<file path="config.mk">
export PLATFORM = sky130hd
export DESIGN_NAME = rna_divider
export DESIGN_NICKNAME = d
export VERILOG_FILES = /design/src/sv/rational_number_alu_core_defines.svh /design/src/sv/rna_pkg.sv /design/src/sv/rna_divider.sv
export SDC_FILE = /design/constraint.sdc
export NUM_CORES = 1
export LEC_CHECK = 0
export ABC_AREA = 1
export BUFFER_PORTS_ARGS = -buffer_cell sky130_fd_sc_hd__buf_2
export CORE_UTILIZATION = 52
export DETAILED_ROUTE_END_ITERATION = 6
export PLACE_DENSITY_LB_ADDON = 0.25
export SYNTH_ARGS = -nofsm -noshare
export SYNTH_HDL_FRONTEND = slang
export SYNTH_SLANG_ARGS = --single-unit
</file>
<file path="constraint.sdc">
create_clock -name i_clk -period 4.8 [get_ports i_clk]
set_clock_uncertainty 0.1 [all_clocks]
set_input_delay 0.96 -clock i_clk [delete_from_list [all_inputs] [get_ports i_clk]]
set_output_delay 0.96 -clock i_clk [all_outputs]
set_load 0.03 [all_outputs]
</file>
<file path="src/sv/rational_number_alu_core_defines.svh">
// Assertion macros shared by the rational ALU core.
`ifndef RATIONAL_NUMBER_ALU_CORE_DEFINES_SVH
`define RATIONAL_NUMBER_ALU_CORE_DEFINES_SVH
// Assert that a condition implies a consequence in the same cycle.
`define RNA_ASSERT_IMP(label, clk, rst_n, cond, cons) \
    label: assert property (@(posedge clk) disable iff (!rst_n) (cond) |-> (cons)) \
        else $error("assertion failed");
// Assert that a condition implies a consequence in the next cycle.
`define RNA_ASSERT_NEXT(label, clk, rst_n, cond, cons) \
    label: assert property (@(posedge clk) disable iff (!rst_n) (cond) |=> (cons)) \
        else $error("assertion failed");
`endif

</file>
<file path="src/sv/rna_pkg.sv">
// Package with types, codes and constants of the rational ALU core.
package rna_pkg;
    localparam int OPERAND_WIDTH = 32;
    localparam int W = 64;

    localparam logic [3:0] MODE_ADD = 4'd0;
    localparam logic [3:0] MODE_SUB = 4'd1;
    localparam logic [3:0] MODE_MUL = 4'd2;
    localparam logic [3:0] MODE_DIV = 4'd3;
    localparam logic [3:0] MODE_GT  = 4'd4;
    localparam logic [3:0] MODE_LT  = 4'd5;
    localparam logic [3:0] MODE_GE  = 4'd6;
    localparam logic [3:0] MODE_LE  = 4'd7;
    localparam logic [3:0] MODE_EQ  = 4'd8;
    localparam logic [3:0] MODE_NE  = 4'd9;

    localparam logic [1:0] ERR_OK   = 2'd0;
    localparam logic [1:0] ERR_ZERO = 2'd1;
    localparam logic [1:0] ERR_OVF  = 2'd2;

    typedef struct packed {
        logic [3:0]         mode;
        logic signed [31:0] a_num;
        logic signed [31:0] a_den;
        logic signed [31:0] b_num;
        logic signed [31:0] b_den;
    } t_in;

    typedef struct packed {
        logic signed [63:0] res_num;
        logic signed [63:0] res_den;
        logic               compare_true;
        logic [1:0]         error;
    } t_out;

    // Command and status between the sequencer and the divider.
    typedef struct packed {
        logic        start;
        logic [63:0] dividend;
        logic [63:0] divisor;
    } t_div_req;

    typedef struct packed {
        logic        done;
        logic [63:0] quot;
        logic [63:0] rem;
    } t_div_rsp;

    function automatic logic signed [63:0] op_value(input logic [31:0] raw);
        logic [OPERAND_WIDTH-1:0] v;
        v = raw[OPERAND_WIDTH-1:0];
        return {{(W-OPERAND_WIDTH){v[OPERAND_WIDTH-1]}}, v};
    endfunction

    function automatic logic [63:0] mag(input logic signed [63:0] v);
        return v[63] ? 64'(-v) : v;
    endfunction
endpackage

</file>
<file path="src/sv/rna_divider.sv">
// Radix-2 restoring divider for 64-bit unsigned values, one bit per cycle.
module rna_divider (
    input  logic              i_clk,
    input  logic              i_rst_n,
    input  rna_pkg::t_div_req i_req,
    output rna_pkg::t_div_rsp o_rsp
);
    logic        r_busy;
    logic [6:0]  r_cnt;
    logic [63:0] r_q;
    logic [63:0] r_r;
    logic [63:0] r_d;
    logic        r_done;
    logic [64:0] rem_sh;
    logic [64:0] diff;

    assign rem_sh = {r_r, r_q[63]};
    assign diff   = rem_sh - {1'b0, r_d};

    always_ff @(posedge i_clk) begin
        if (!i_rst_n) begin
            r_busy <= 1'b0;
            r_done <= 1'b0;
            r_cnt  <= '0;
        end else begin
            r_done <= 1'b0;
            if (i_req.start) begin
                r_busy <= 1'b1;
                r_cnt  <= 7'd0;
                r_q    <= i_req.dividend;
                r_r    <= '0;
                r_d    <= i_req.divisor;
            end else if (r_busy) begin
                if (!diff[64]) begin
                    r_r <= diff[63:0];
                    r_q <= {r_q[62:0], 1'b1};
                end else begin
                    r_r <= rem_sh[63:0];
                    r_q <= {r_q[62:0], 1'b0};
                end
                r_cnt <= r_cnt + 7'd1;
                if (r_cnt == 7'd63) begin
                    r_busy <= 1'b0;
                    r_done <= 1'b1;
                end
            end
        end
    end

    assign o_rsp.done = r_done;
    assign o_rsp.quot = r_q;
    assign o_rsp.rem  = r_r;
endmodule

</file>
Yosys cells after proc, flatten, opt, wreduce, memory -nomap -nowiden
Index checks and enable logic that the tools add are counted.

operators by class
  add/sub/neg operators = 2
  equal/unequal tests = 1
  mux-type cells = 9
  bitwise operators = 2
  reduce and logical (&&, ||, !) cells = 5

operators by type and width
  cell                                                                    count
  64-bit two-way mux                                                      4
  65-bit by 64-bit subtractor with 65-bit output                          1
  7-bit by 1-bit adder with 7-bit output (second input constant)          1
  7-bit by 6-bit equality test with 1-bit output (second input constant)  1
  1-bit two-way mux                                                       5
  2-bit AND reduction                                                     2
  3-bit OR reduction                                                      1
  1-bit inverter                                                          2
  2-bit nonzero test                                                      1
  2-bit OR reduction                                                      1

storage, ports and cells
  register bits = 201
  input port bits = 131

Logic depth before layout (Yosys ltp)
Gate-level depths: netlist of run 1.

  depth in word-level cells = 4
  mapped depth = 20

Least setup slack after synthesis of run 1
OpenSTA, ideal clock, no wires.

  path type = input to register
  start = in i_req[128] (netlist bit)
  end = reg r_q[0], enable pin
  data arrival time = 4048 ps
  required time = 4208 ps
  slack = 161 ps
  stages = 3
  path buffers = 1
  path through = clkbuf_1 -> nand2_1 -> nand2_1

between the ends
  longest elaborated chain between the ends = 2

ends and longest elaborated chain
  item                                  RTL line           text
  from (decl)                           rna_divider.sv:5   input rna_pkg::t_div_req i_req,
  2-bit nonzero test (no source line)   --
  2-bit AND reduction (no source line)  --
  to (signal assigned)                  rna_divider.sv:30  r_q <= i_req.dividend;
  to (signal assigned)                  rna_divider.sv:36  r_q <= {r_q[62:0], 1'b1};
  to (signal assigned)                  rna_divider.sv:39  r_q <= {r_q[62:0], 1'b0};
  to (decl)                             rna_divider.sv:10  logic [63:0] r_q;

No other way between the ends.
A chain may end at the register's enable or synchronous reset.

Final worst setup path of run 1
  start = reg r_q[63]
  end = reg r_r[42], data pin

between the ends
  longest elaborated chain between the ends = 3

ends and longest elaborated chain
  item                                            RTL line           text
  65-bit by 64-bit subtractor with 65-bit output  rna_divider.sv:18  assign diff = rem_sh - {1'b0, r_d};
  64-bit two-way mux                              rna_divider.sv:34  if (!diff[64]) begin
  64-bit two-way mux                              rna_divider.sv:33  end else if (r_busy) begin
  to (signal assigned)                            rna_divider.sv:35  r_r <= diff[63:0];
  to (signal assigned)                            rna_divider.sv:38  r_r <= rem_sh[63:0];
  to (decl)                                       rna_divider.sv:11  logic [63:0] r_r;

No other way between the ends. The select of a mux whose other input is x is not followed.

==> results of run 1 <==
stage by stage:
step | std cells | hold slack (ps)
final | 2786 | 403
after global routing | 2786 | 417
after CTS | 2784 | 390
after detailed placement | 2743 | 385
after global placement | 2743 | 365
after floorplan | 2140 | 343
power by group:
part | switching [mW] | internal (mW)
Combinational | 1.97 | 0.816
Sequential | 0.137 | 2.18
Clock | 0.761 | 1.15
worst paths after layout:
check	slack, ps	cells past startpoint	end	from
worst max-delay path	1500	19	r_r[42]$_SDFFCE_PP0P_	r_q[63]$_DFFE_PP_
worst min-delay path	400	1	r_done$_SDFF_PP0_	r_cnt[6]$_SDFFE_PP0P_
worst max register to register	1500	19	r_r[42]$_SDFFCE_PP0P_	r_q[63]$_DFFE_PP_
worst min register to register	400	1	r_done$_SDFF_PP0_	r_cnt[6]$_SDFFE_PP0P_
metal layers:
layer | track usage | vias up | part of all wire
met5 | 0 | - | 0.00017
met4 | 0.131 | 2 | 0.040
met3 | 0.0721 | 81 | 0.080
met2 | 0.532 | 510 | 0.46
met1 | 0.408 | 6203 | 0.43
li1 | - | 7012 | -
registers in the layout, summed over array words and instances, names as in the netlist:
name,flops
r_busy,1
r_cnt,7
r_d,64
r_done,1
r_q,64
r_r,64
synthesized netlist by cell type, types with 2 or more instances:
cell      instances  share of area
nand3b_1         14         0.0072
buf_1             3        0.00077
edfxtp_1        192           0.40
nand3_2           2         0.0014
dfxtp_1           9          0.012
nand2_1         943           0.24
inv_2            11         0.0028
nand4_1          14         0.0060
nand2_4           6         0.0046
nand3_1          61          0.021
a21oi_2           2         0.0012
buf_2             4         0.0014
nor2_1          220          0.057
nor4_1            3         0.0013
a21oi_1          57          0.020
nand2_2           9         0.0039
nor2_4            5         0.0039
ha_1             65          0.056
xor2_1           32          0.019
buf_6            10         0.0077
o21ai_0          10         0.0034
o21bai_1          9         0.0046
inv_1           410           0.11
nor2_2            9         0.0039
nor3_1           11         0.0038
nor3_2            2         0.0014
clkbuf_1         15         0.0039
buf_8             2         0.0021
placed cells by master (no fill, tap or decap), types with 10 or more instances in the layout:
cell         n
o21ai_0     10
nand2_1    942
ha_1        65
xor2_1      32
buf_2      259
nand3b_1    14
nor3_1      11
a21oi_1     57
edfxtp_1   192
nand3_1     61
inv_1      408
nand4_1     14
nor2_1     220
inv_2       12
clkbuf_16   23
cells by family (layout without fill, tap and decap cells):
group	count (synthesis)	in the layout	share of synthesized area
buffers and inverters	457	729	0.125
adders and majority gates	66	66	0.0572
and+or+nand+nor	1303	1303	0.360
DFF	201	201	0.408
other	0	2	0
AOI/OAI and AO/OA	80	80	0.0299
xor gates and xnor gates	33	33	0.0198
worst reg2reg max path, stage by stage (launching register included):
cell and delay [ps]:
edfxtp_1 380, inv_1 60, ha_1 220, fa_1 410, inv_1 120, nand2_1 60, nand2_1 60, nand3_1 80
nand2_2 130, nand2_1 80, nand2_2 110, nand2_2 80, nand2_4 100, nand2_4 80, nand2_4 80, nand2_2 60
nand2_4 520, nand2_1 180, nand2_1 100, nor2_1 40
final cells by class:
type | count | area (sq um)
fill | 2545 | 10300
clock buffer | 26 | 587
sequential | 201 | 5950
tap | 372 | 465
timing repair buffer | 266 | 1360
inverter | 422 | 1590
multi-input combinational | 1482 | 6810
antenna | 2 | 5.00
clock inverter | 15 | 219
==> flow_summary.ini, run 1 <==
[cts]
insertion_delay_ps = 550
clockBufferDepth = 3
tritoncts = done
cts_resized = 0
holdBufCountCts = 0
post_cts_buffers = 0
clkTransAtPathRegs_ps = 60
h-tree-depth = 1
ctsRootBufferMaster = clkbuf_16
cts.sinks = 201
cts_buffers = 23

[placed_design]
placed_area_sq_um = 16200
post-dp-hpwl_um = 37800
routabilityCongestion = 1.07
io_buffers = 259
place_ws_ps = 1560

[final_layout]
fin_util = 0.623
drive_gt1_frac = 0.145
finish.instance_area_sq_um = 17000
finalNetCount = 2593
syn2layout_area_growth_pct = 16.5

[setup_path]
critPathBufInv = 2
worstSetupEndpointType = flop
critical_path_class = reg2reg
cp-start-kind = flop
crit_arrival_ps = 3500
slowest_delay_ps = 520
crit_fanout = 63
path_delay_family = simple AND/OR/NAND/NOR gates
slowest_stage = nand2_4
crit_top_cell = nand2_1
crit_chain = inv_1, ha_1, fa_1, inv_1, nand2_1, nand2_1, nand3_1, nand2_2, nand2_1, nand2_2, nand2_2, nand2_4, nand2_4, nand2_4, nand2_2, nand2_4, nand2_1, nand2_1, nor2_1
cp.required_ps = 4990

[grt]
antenna_found_initial = 3
grt_pass1_vias = 13100
grt_overflow_total = 0
grt_pass1_wl_um = 70300
grt_max_degree = 85
grt_usage = 0.322

[run_status]
status = finished, final reports clean

[timing]
hold_viol_final = 0
relSlewSlack = 0.444
setup_viol = 0
fin_ws_ps = 1500
rsz0062_at_grt = no
max_freq_mhz = 303
slew_viol_final = 0
finalCriticalPeriod_ps = 3300
finalCritPeriodShare = 0.688
finalSetupTns_ps = 0
tightest_slew_ps = 834

[yosys]
avgSynthCellArea_sq_um = 6.81
async_flop_share = 0
ys_types = 38
syn_area_sq_um = 14600
yosys_warnings = 0
synth_nets = 2337
synth_seq_area_share = 0.408
ys_ff_latch = 201
netlist_instances = 2140
synth_ff_type = edfxtp_1
synth_edf_count = 192

[routing]
viasPerCell = 4.96
drt-initial-drc-count = 973
antenna_left = 0
drt_pass1_iterations = 5
wl_per_cell_um = 16.7
vias = 13800
drc = 0
routed_wl_um = 46600

[power]
power_density_nw_per_um2 = 414
power_mw = 7.03
peakVddDrop_mv = 0.332
leakage_nw = 9.44

[floorplanning]
io_pins = 260
initial_utilization = 0.535
fp.dieArea_sq_um = 28700
fp.dieH_um = 169
core-area_sq_um = 27300
chipWidth_um = 169
core.rowCount = 60

[hold_path]
hp-class = reg2reg

[run]
maxCapViolations = 0
No activity file was read; power rests on OpenSTA's default activity.
==> inputs of run 2 (changes only) <==
--- a/config.mk
+++ b/config.mk
@@ -5,9 +5,9 @@
 export SDC_FILE = /design/constraint.sdc
 export NUM_CORES = 1
 export LEC_CHECK = 0
-export ABC_AREA = 1
+export ABC_AREA = 0
 export BUFFER_PORTS_ARGS = -buffer_cell sky130_fd_sc_hd__buf_2
-export CORE_UTILIZATION = 52
+export CORE_UTILIZATION = 50
 export DETAILED_ROUTE_END_ITERATION = 6
 export PLACE_DENSITY_LB_ADDON = 0.25
 export SYNTH_ARGS = -nofsm -noshare
==> constraint.sdc (replaced) <==
create_clock -name i_clk -period 2.8 [get_ports i_clk]
set_clock_uncertainty 0.1 [all_clocks]
set_input_delay 0.56 -clock i_clk [delete_from_list [all_inputs] [get_ports i_clk]]
set_output_delay 0.56 -clock i_clk [all_outputs]
set_load 0.03 [all_outputs]
==> flow_summary.ini, run 2 <==
[power]
peakVddDrop_mv = 0.555
power_mw = 11.2
power_density_nw_per_um2 = 641
leakage_nw = 7.61

[floorplanning]
chipWidth_um = 158
io_pins = 260
core.rowCount = 56
fp.dieArea_sq_um = 25100
fp.dieH_um = 158
initial_utilization = 0.516
core-area_sq_um = 23700

[cts]
clockBufferDepth = 3
tritoncts = done
cts.sinks = 201
clkTransAtPathRegs_ps = 60
cts_buffers = 23
ctsRootBufferMaster = clkbuf_16
holdBufCountCts = 0
h-tree-depth = 1
insertion_delay_ps = 540

[timing]
slew_viol_final = 0
fin_hold_ws_ps = 92.4
finalCritPeriodShare = 1.25
max_freq_mhz = 286
setup_viol = 65
fin_ws_ps = -694
finalCriticalPeriod_ps = 3490
rsz0062_at_grt = yes
tightest_slew_ps = 614
hold_viol_final = 0
relSlewSlack = 0.591
finalSetupTns_ps = -38960

[placed_design]
io_buffers = 259
post-dp-hpwl_um = 27500
routabilityCongestion = 0.943
placed_area_sq_um = 15900

[setup_path]
worstSetupEndpointType = flop
crit_top_cell = buf_4
crit_chain = ha_4, fa_2, nand2b_4, a21o_4, a21oi_4, o21ai_2, a211oi_2, buf_4, o211ai_1, buf_4, a21boi_4, nor2_2, o211a_1, o31ai_1
critical_path_class = reg2reg
reg2regPathDepth = 14
cp.required_ps = 3050
ff2ff_setup_slack_ps = -690
slowest_stage = edfxtp_1
r2r_end = r_r[58]$_SDFFCE_PP0P_
crit_arrival_ps = 3740
crit_fanout = 4
cp-start-kind = flop
r2r_start = r_d[0]$_DFFE_PP_
slowest_delay_ps = 410

[yosys]
syn_area_sq_um = 12200
synth_fa_ha_area_frac = 0.0682
netlist_instances = 1174
avgSynthCellArea_sq_um = 10.4
synthXorXnorAreaFrac = 0.0402
synth.area.top_cells = edfxtp_1 47%, ha_1 6.7%, mux2_2 5.8%, a21oi_1 5.6%, o21ai_0 3.4%
synth_ff_type = edfxtp_1
ys_types = 69
async_flop_share = 0
synth_top_area_cell = edfxtp_1
synth_seq_area_share = 0.487
synthMuxAreaShare = 0.0613
synth_nets = 1371
yosysMostFrequentCell = edfxtp_1
synth_edf_count = 192
synth.top_cell.area_share = 0.472
synth_top_family_by_area = compound AO/OA/AOI/OAI gates
ys_top_cells_by_count = 192 x edfxtp_1, 137 x a21oi_1, 86 x inv_1
synth-simple-area-share = 0.106
synth-compound-area-share = 0.188
ys_ff_latch = 201
yosys_warnings = 0

[hold_path]
hold_end = r_d[8]$_DFFE_PP_
hp-class = in2reg
min_from = i_req[8]
holdPathStages = 1

[routing]
drt_pass1_iterations = 5
wl_per_cell_um = 19.0
antenna_left = 0
drt-initial-drc-count = 783
viasPerCell = 5.67
vias = 11500
drc = 0
routed_wl_um = 38500

[grt]
grt_max_degree = 90
grt_pass1_vias = 11200
antenna_found_initial = 0
grt_overflow_total = 0
grt_usage = 0.289
grt_pass1_wl_um = 56600

[final_layout]
antenna_cells = 0
drive_gt1_frac = 0.449
fin_util = 0.738
largest_registers = r_d x64, r_q x64, r_r x64
syn2layout_area_growth_pct = 43.0
final_common_cell = buf_4
finish.instance_area_sq_um = 17500
finalNetCount = 1889
most-common-layout-cells = 274 x buf_4, 258 x buf_2, 192 x edfxtp_1, 121 x a21oi_1, 82 x inv_1

[run_status]
violations = setup timing
status = complete, but fails checks

[run]
maxCapViolations = 0
run 2: what timing repair did:
item	in CTS	in global routing
cloned	1	7
setup endpoints to repair	65	65
pin swaps	34	54
resized for setup	64	56
buffers inserted	8	5
run 2: cell families after synthesis:
kind of cell    count (synthesis)
simple gates                  268
mux                            66
flops                         201
compound gates                369
xor+xnor                       56
buf+inv                       148
fa+ha+maj                      66
run 2: through the flow:
step / instances / setup WS, ps
2_1_floorplan: 1174 / -567
3_3_place_gp: 1966 / -922
3_5_place_dp: 1966 / -994
4_1_cts: 2017 / -626
5_1_grt: 2028 / -803
6_report: 2028 / -694
run 2: worst max-delay path, delay by kind of cell (launching register included):
kind	cells	cell delay [ps]
and+or+nand+nor	2	230
adders and majority gates	2	530
DFF	1	410
AOI/OAI and AO/OA	8	1620
buffers and inverters	2	400
run 2: power by group:
part / internal (mW) / switching (mW) / total [mW]
Sequential: 3.62 / 0.127 / 3.75
Clock: 1.71 / 1.22 / 2.93
Combinational: 2.03 / 2.49 / 4.52
run 2: routing by layer:
metal	wire (um)	share of wire	vias up	global-route usage
met5	0	0	-	0
met4	1470	0.038	0	0.116
met3	3080	0.080	90	0.0612
met2	18500	0.48	499	0.487
met1	15400	0.40	5486	0.362
li1	-	-	5424	-
run 2: how the worst max path moves through the flow:
stage	endpoint	from	slack [ps]	depth (start not counted)
2_1_floorplan	r_r[58]$_SDFFCE_PP0P_	r_r[40]$_SDFFCE_PP0P_	-570	13
3_3_place_gp	r_r[50]$_SDFFCE_PP0P_	r_q[63]$_DFFE_PP_	-920	14
3_5_place_dp	r_r[50]$_SDFFCE_PP0P_	r_q[63]$_DFFE_PP_	-990	14
4_1_cts	r_r[50]$_SDFFCE_PP0P_	r_d[0]$_DFFE_PP_	-630	13
5_1_grt	r_r[41]$_SDFFCE_PP0P_	r_q[63]$_DFFE_PP_	-800	14
6_report	r_r[58]$_SDFFCE_PP0P_	r_d[0]$_DFFE_PP_	-690	14
run 2: area by class of cell:
| class | count | area (sq um) |
|---|---|---|
| Clock buffer | 32 | 609 |
| Clock inverter | 10 | 106 |
| Fill cell | 1713 | 6210 |
| Inverter | 86 | 323 |
| Multi-Input combinational cell | 825 | 6310 |
| Sequential cell | 201 | 5950 |
| Tap cell | 319 | 399 |
| Timing Repair Buffer | 555 | 3780 |
==> inputs of run 3 (changes only) <==
--- a/config.mk
+++ b/config.mk
@@ -7,7 +7,7 @@
 export LEC_CHECK = 0
 export ABC_AREA = 0
 export BUFFER_PORTS_ARGS = -buffer_cell sky130_fd_sc_hd__buf_2
-export CORE_UTILIZATION = 50
+export CORE_UTILIZATION = 25
 export DETAILED_ROUTE_END_ITERATION = 6
 export PLACE_DENSITY_LB_ADDON = 0.25
 export SYNTH_ARGS = -nofsm -noshare
==> flow_summary.ini, run 3 (synthesis gave the netlist of run 2 again) <==
[timing]
fin_hold_ws_ps = 57.7
hold_viol_final = 0
finalCritPeriodShare = 1.23
tightest_slew_ps = 513
rsz0062_at_grt = yes
slew_viol_final = 0
max_freq_mhz = 291
setup_viol = 65
fin_ws_ps = -640
relSlewSlack = 0.657
finalCriticalPeriod_ps = 3440

[routing]
drt_pass1_iterations = 5
wl_per_cell_um = 18.3
vias = 11300
routed_wl_um = 43200
drc = 0
antenna_left = 0
drt-initial-drc-count = 536
viasPerCell = 4.79

[placed_design]
post-dp-hpwl_um = 32100
routabilityCongestion = 0.889
io_buffers = 259
place_ws_ps = -890
numPlacedInstances = 2290

[cts]
h-tree-depth = 1
tritoncts = done
insertion_delay_ps = 570
clockBufferDepth = 3
ctsRootBufferMaster = clkbuf_16
cts_buffers = 26
cts.sinks = 201
clkTransAtPathRegs_ps = 60

[run_status]
status = complete, but fails checks
violations = setup timing

[setup_path]
ff2ff_setup_slack_ps = -640
slowest_stage = mux2_4
path_delay_family = compound AO/OA/AOI/OAI gates
path_depth = 13
crit_arrival_ps = 3640
startpoint = r_d[0]$_DFFE_PP_
cp.required_ps = 3000
worstSetupEndpointType = flop
reg2regPathDepth = 13
critical_path_class = reg2reg
crit_fanout = 17
r2r_end = r_r[41]$_SDFFCE_PP0P_
endpoint = r_r[41]$_SDFFCE_PP0P_
cp-start-kind = flop
r2r_start = r_d[0]$_DFFE_PP_
slowest_delay_ps = 420
crit_chain = ha_4, fa_2, nand2b_4, a21o_4, a31o_4, o21ai_4, a21o_1, a21o_2, a21oi_4, mux2_4, buf_12, o211ai_1, a21oi_1
critPathBufInv = 1

[grt]
antenna_found_initial = 8
grt_pass1_wl_um = 66100
grt_pass1_vias = 11800
grt_overflow_total = 0
grt_usage = 0.169
grt_max_degree = 67

[floorplanning]
core.rowCount = 80
chipWidth_um = 223
fp.dieArea_sq_um = 49700
core-area_sq_um = 47900
initial_utilization = 0.255
io_pins = 260
fp.dieH_um = 223

[final_layout]
largest_registers = r_d x64, r_q x64, r_r x64
final_common_cell = buf_4
syn2layout_area_growth_pct = 49.7
finalNetCount = 1924
drive_gt1_frac = 0.467
fin_util = 0.381
fin_cells = 2363
most-common-layout-cells = 306 x buf_4, 258 x buf_2, 192 x edfxtp_1, 112 x a21oi_1, 81 x inv_1

[hold_path]
hp-class = in2reg

[power]
leakage_nw = 7.81
power_density_nw_per_um2 = 638
peakVddDrop_mv = 0.421

[run]
maxCapViolations = 0
==> run 3: cell count changes in the layout (fill, tap and decap cells not counted), moves of 3 or more <==
cell | previous run | this run
clkbuf_1 | 9 | 2
clkinv_2 | 0 | 3
a21oi_1 | 121 | 112
nor3_1 | 12 | 15
o21ai_2 | 28 | 20
clkinvlp_4 | 0 | 5
o21ai_1 | 16 | 21
nor3_2 | 13 | 8
a21oi_2 | 15 | 24
a211oi_2 | 3 | 6
buf_4 | 274 | 306
buf_16 | 0 | 3
a211oi_1 | 11 | 8
==> run 3: what timing repair did <==
item	in CTS	in global routing
endpoints found under the setup margin	65	65
setup buffers	12	7
gates cloned	3	2
endpoints found under the hold margin	0	0
pin swaps	27	38
resized for setup	71	66
hold buffers	0	0
==> run 3: layout make-up <==
cell class	instances	area (sq um)
repair buffers	587	4030
clock buffers	28	658
clock inverters	19	156
fillers	4766	29700
inverters	86	323
flip-flops and latches	201	5950
diodes	2	5.00
well taps	615	769
multi-input cells	825	6400
==> run 3: how the worst min path moves through the flow <==
stage | from | endpoint | slack [ps] | depth (start not counted)
final | i_req[52] | r_d[52]$_DFFE_PP_ | 60 | 1
after CTS | i_req[57] | r_d[57]$_DFFE_PP_ | 20 | 1
after global placement | r_cnt[5]$_SDFFE_PP0P_ | r_cnt[5]$_SDFFE_PP0P_ | 370 | 2
after global routing | i_req[2] | r_d[2]$_DFFE_PP_ | 30 | 1
after detailed placement | r_cnt[6]$_SDFFE_PP0P_ | r_done$_SDFF_PP0_ | 400 | 1
after floorplan | r_cnt[6]$_SDFFE_PP0P_ | r_done$_SDFF_PP0_ | 330 | 1
==> run 3: routing by layer <==
layer,up-vias,wire length [um],GRT usage
li1,5514,-,-
met1,5442,18700,0.209
met2,298,21000,0.293
met3,64,2570,0.0423
met4,12,982,0.0396
met5,-,80,0
==> run 3: metrics by stage <==
step / setup TNS, ps / cell area (sq um) / power [mW]
finish: -37320 / 18300 / 11.7
CTS: -36620 / 17800 / 11.6
global placement: -37890 / 16500 / 7.91
detailed placement: -40970 / 16500 / 7.92
floorplan: -36070 / 12300 / 6.14
global route: -43990 / 18300 / 12.3
==> run 3: power by group <==
group	internal [mW]	switching, mW	total [mW]
Clock	1.80	1.44	3.25
Sequential	3.62	0.131	3.76
Combinational	2.13	2.54	4.67
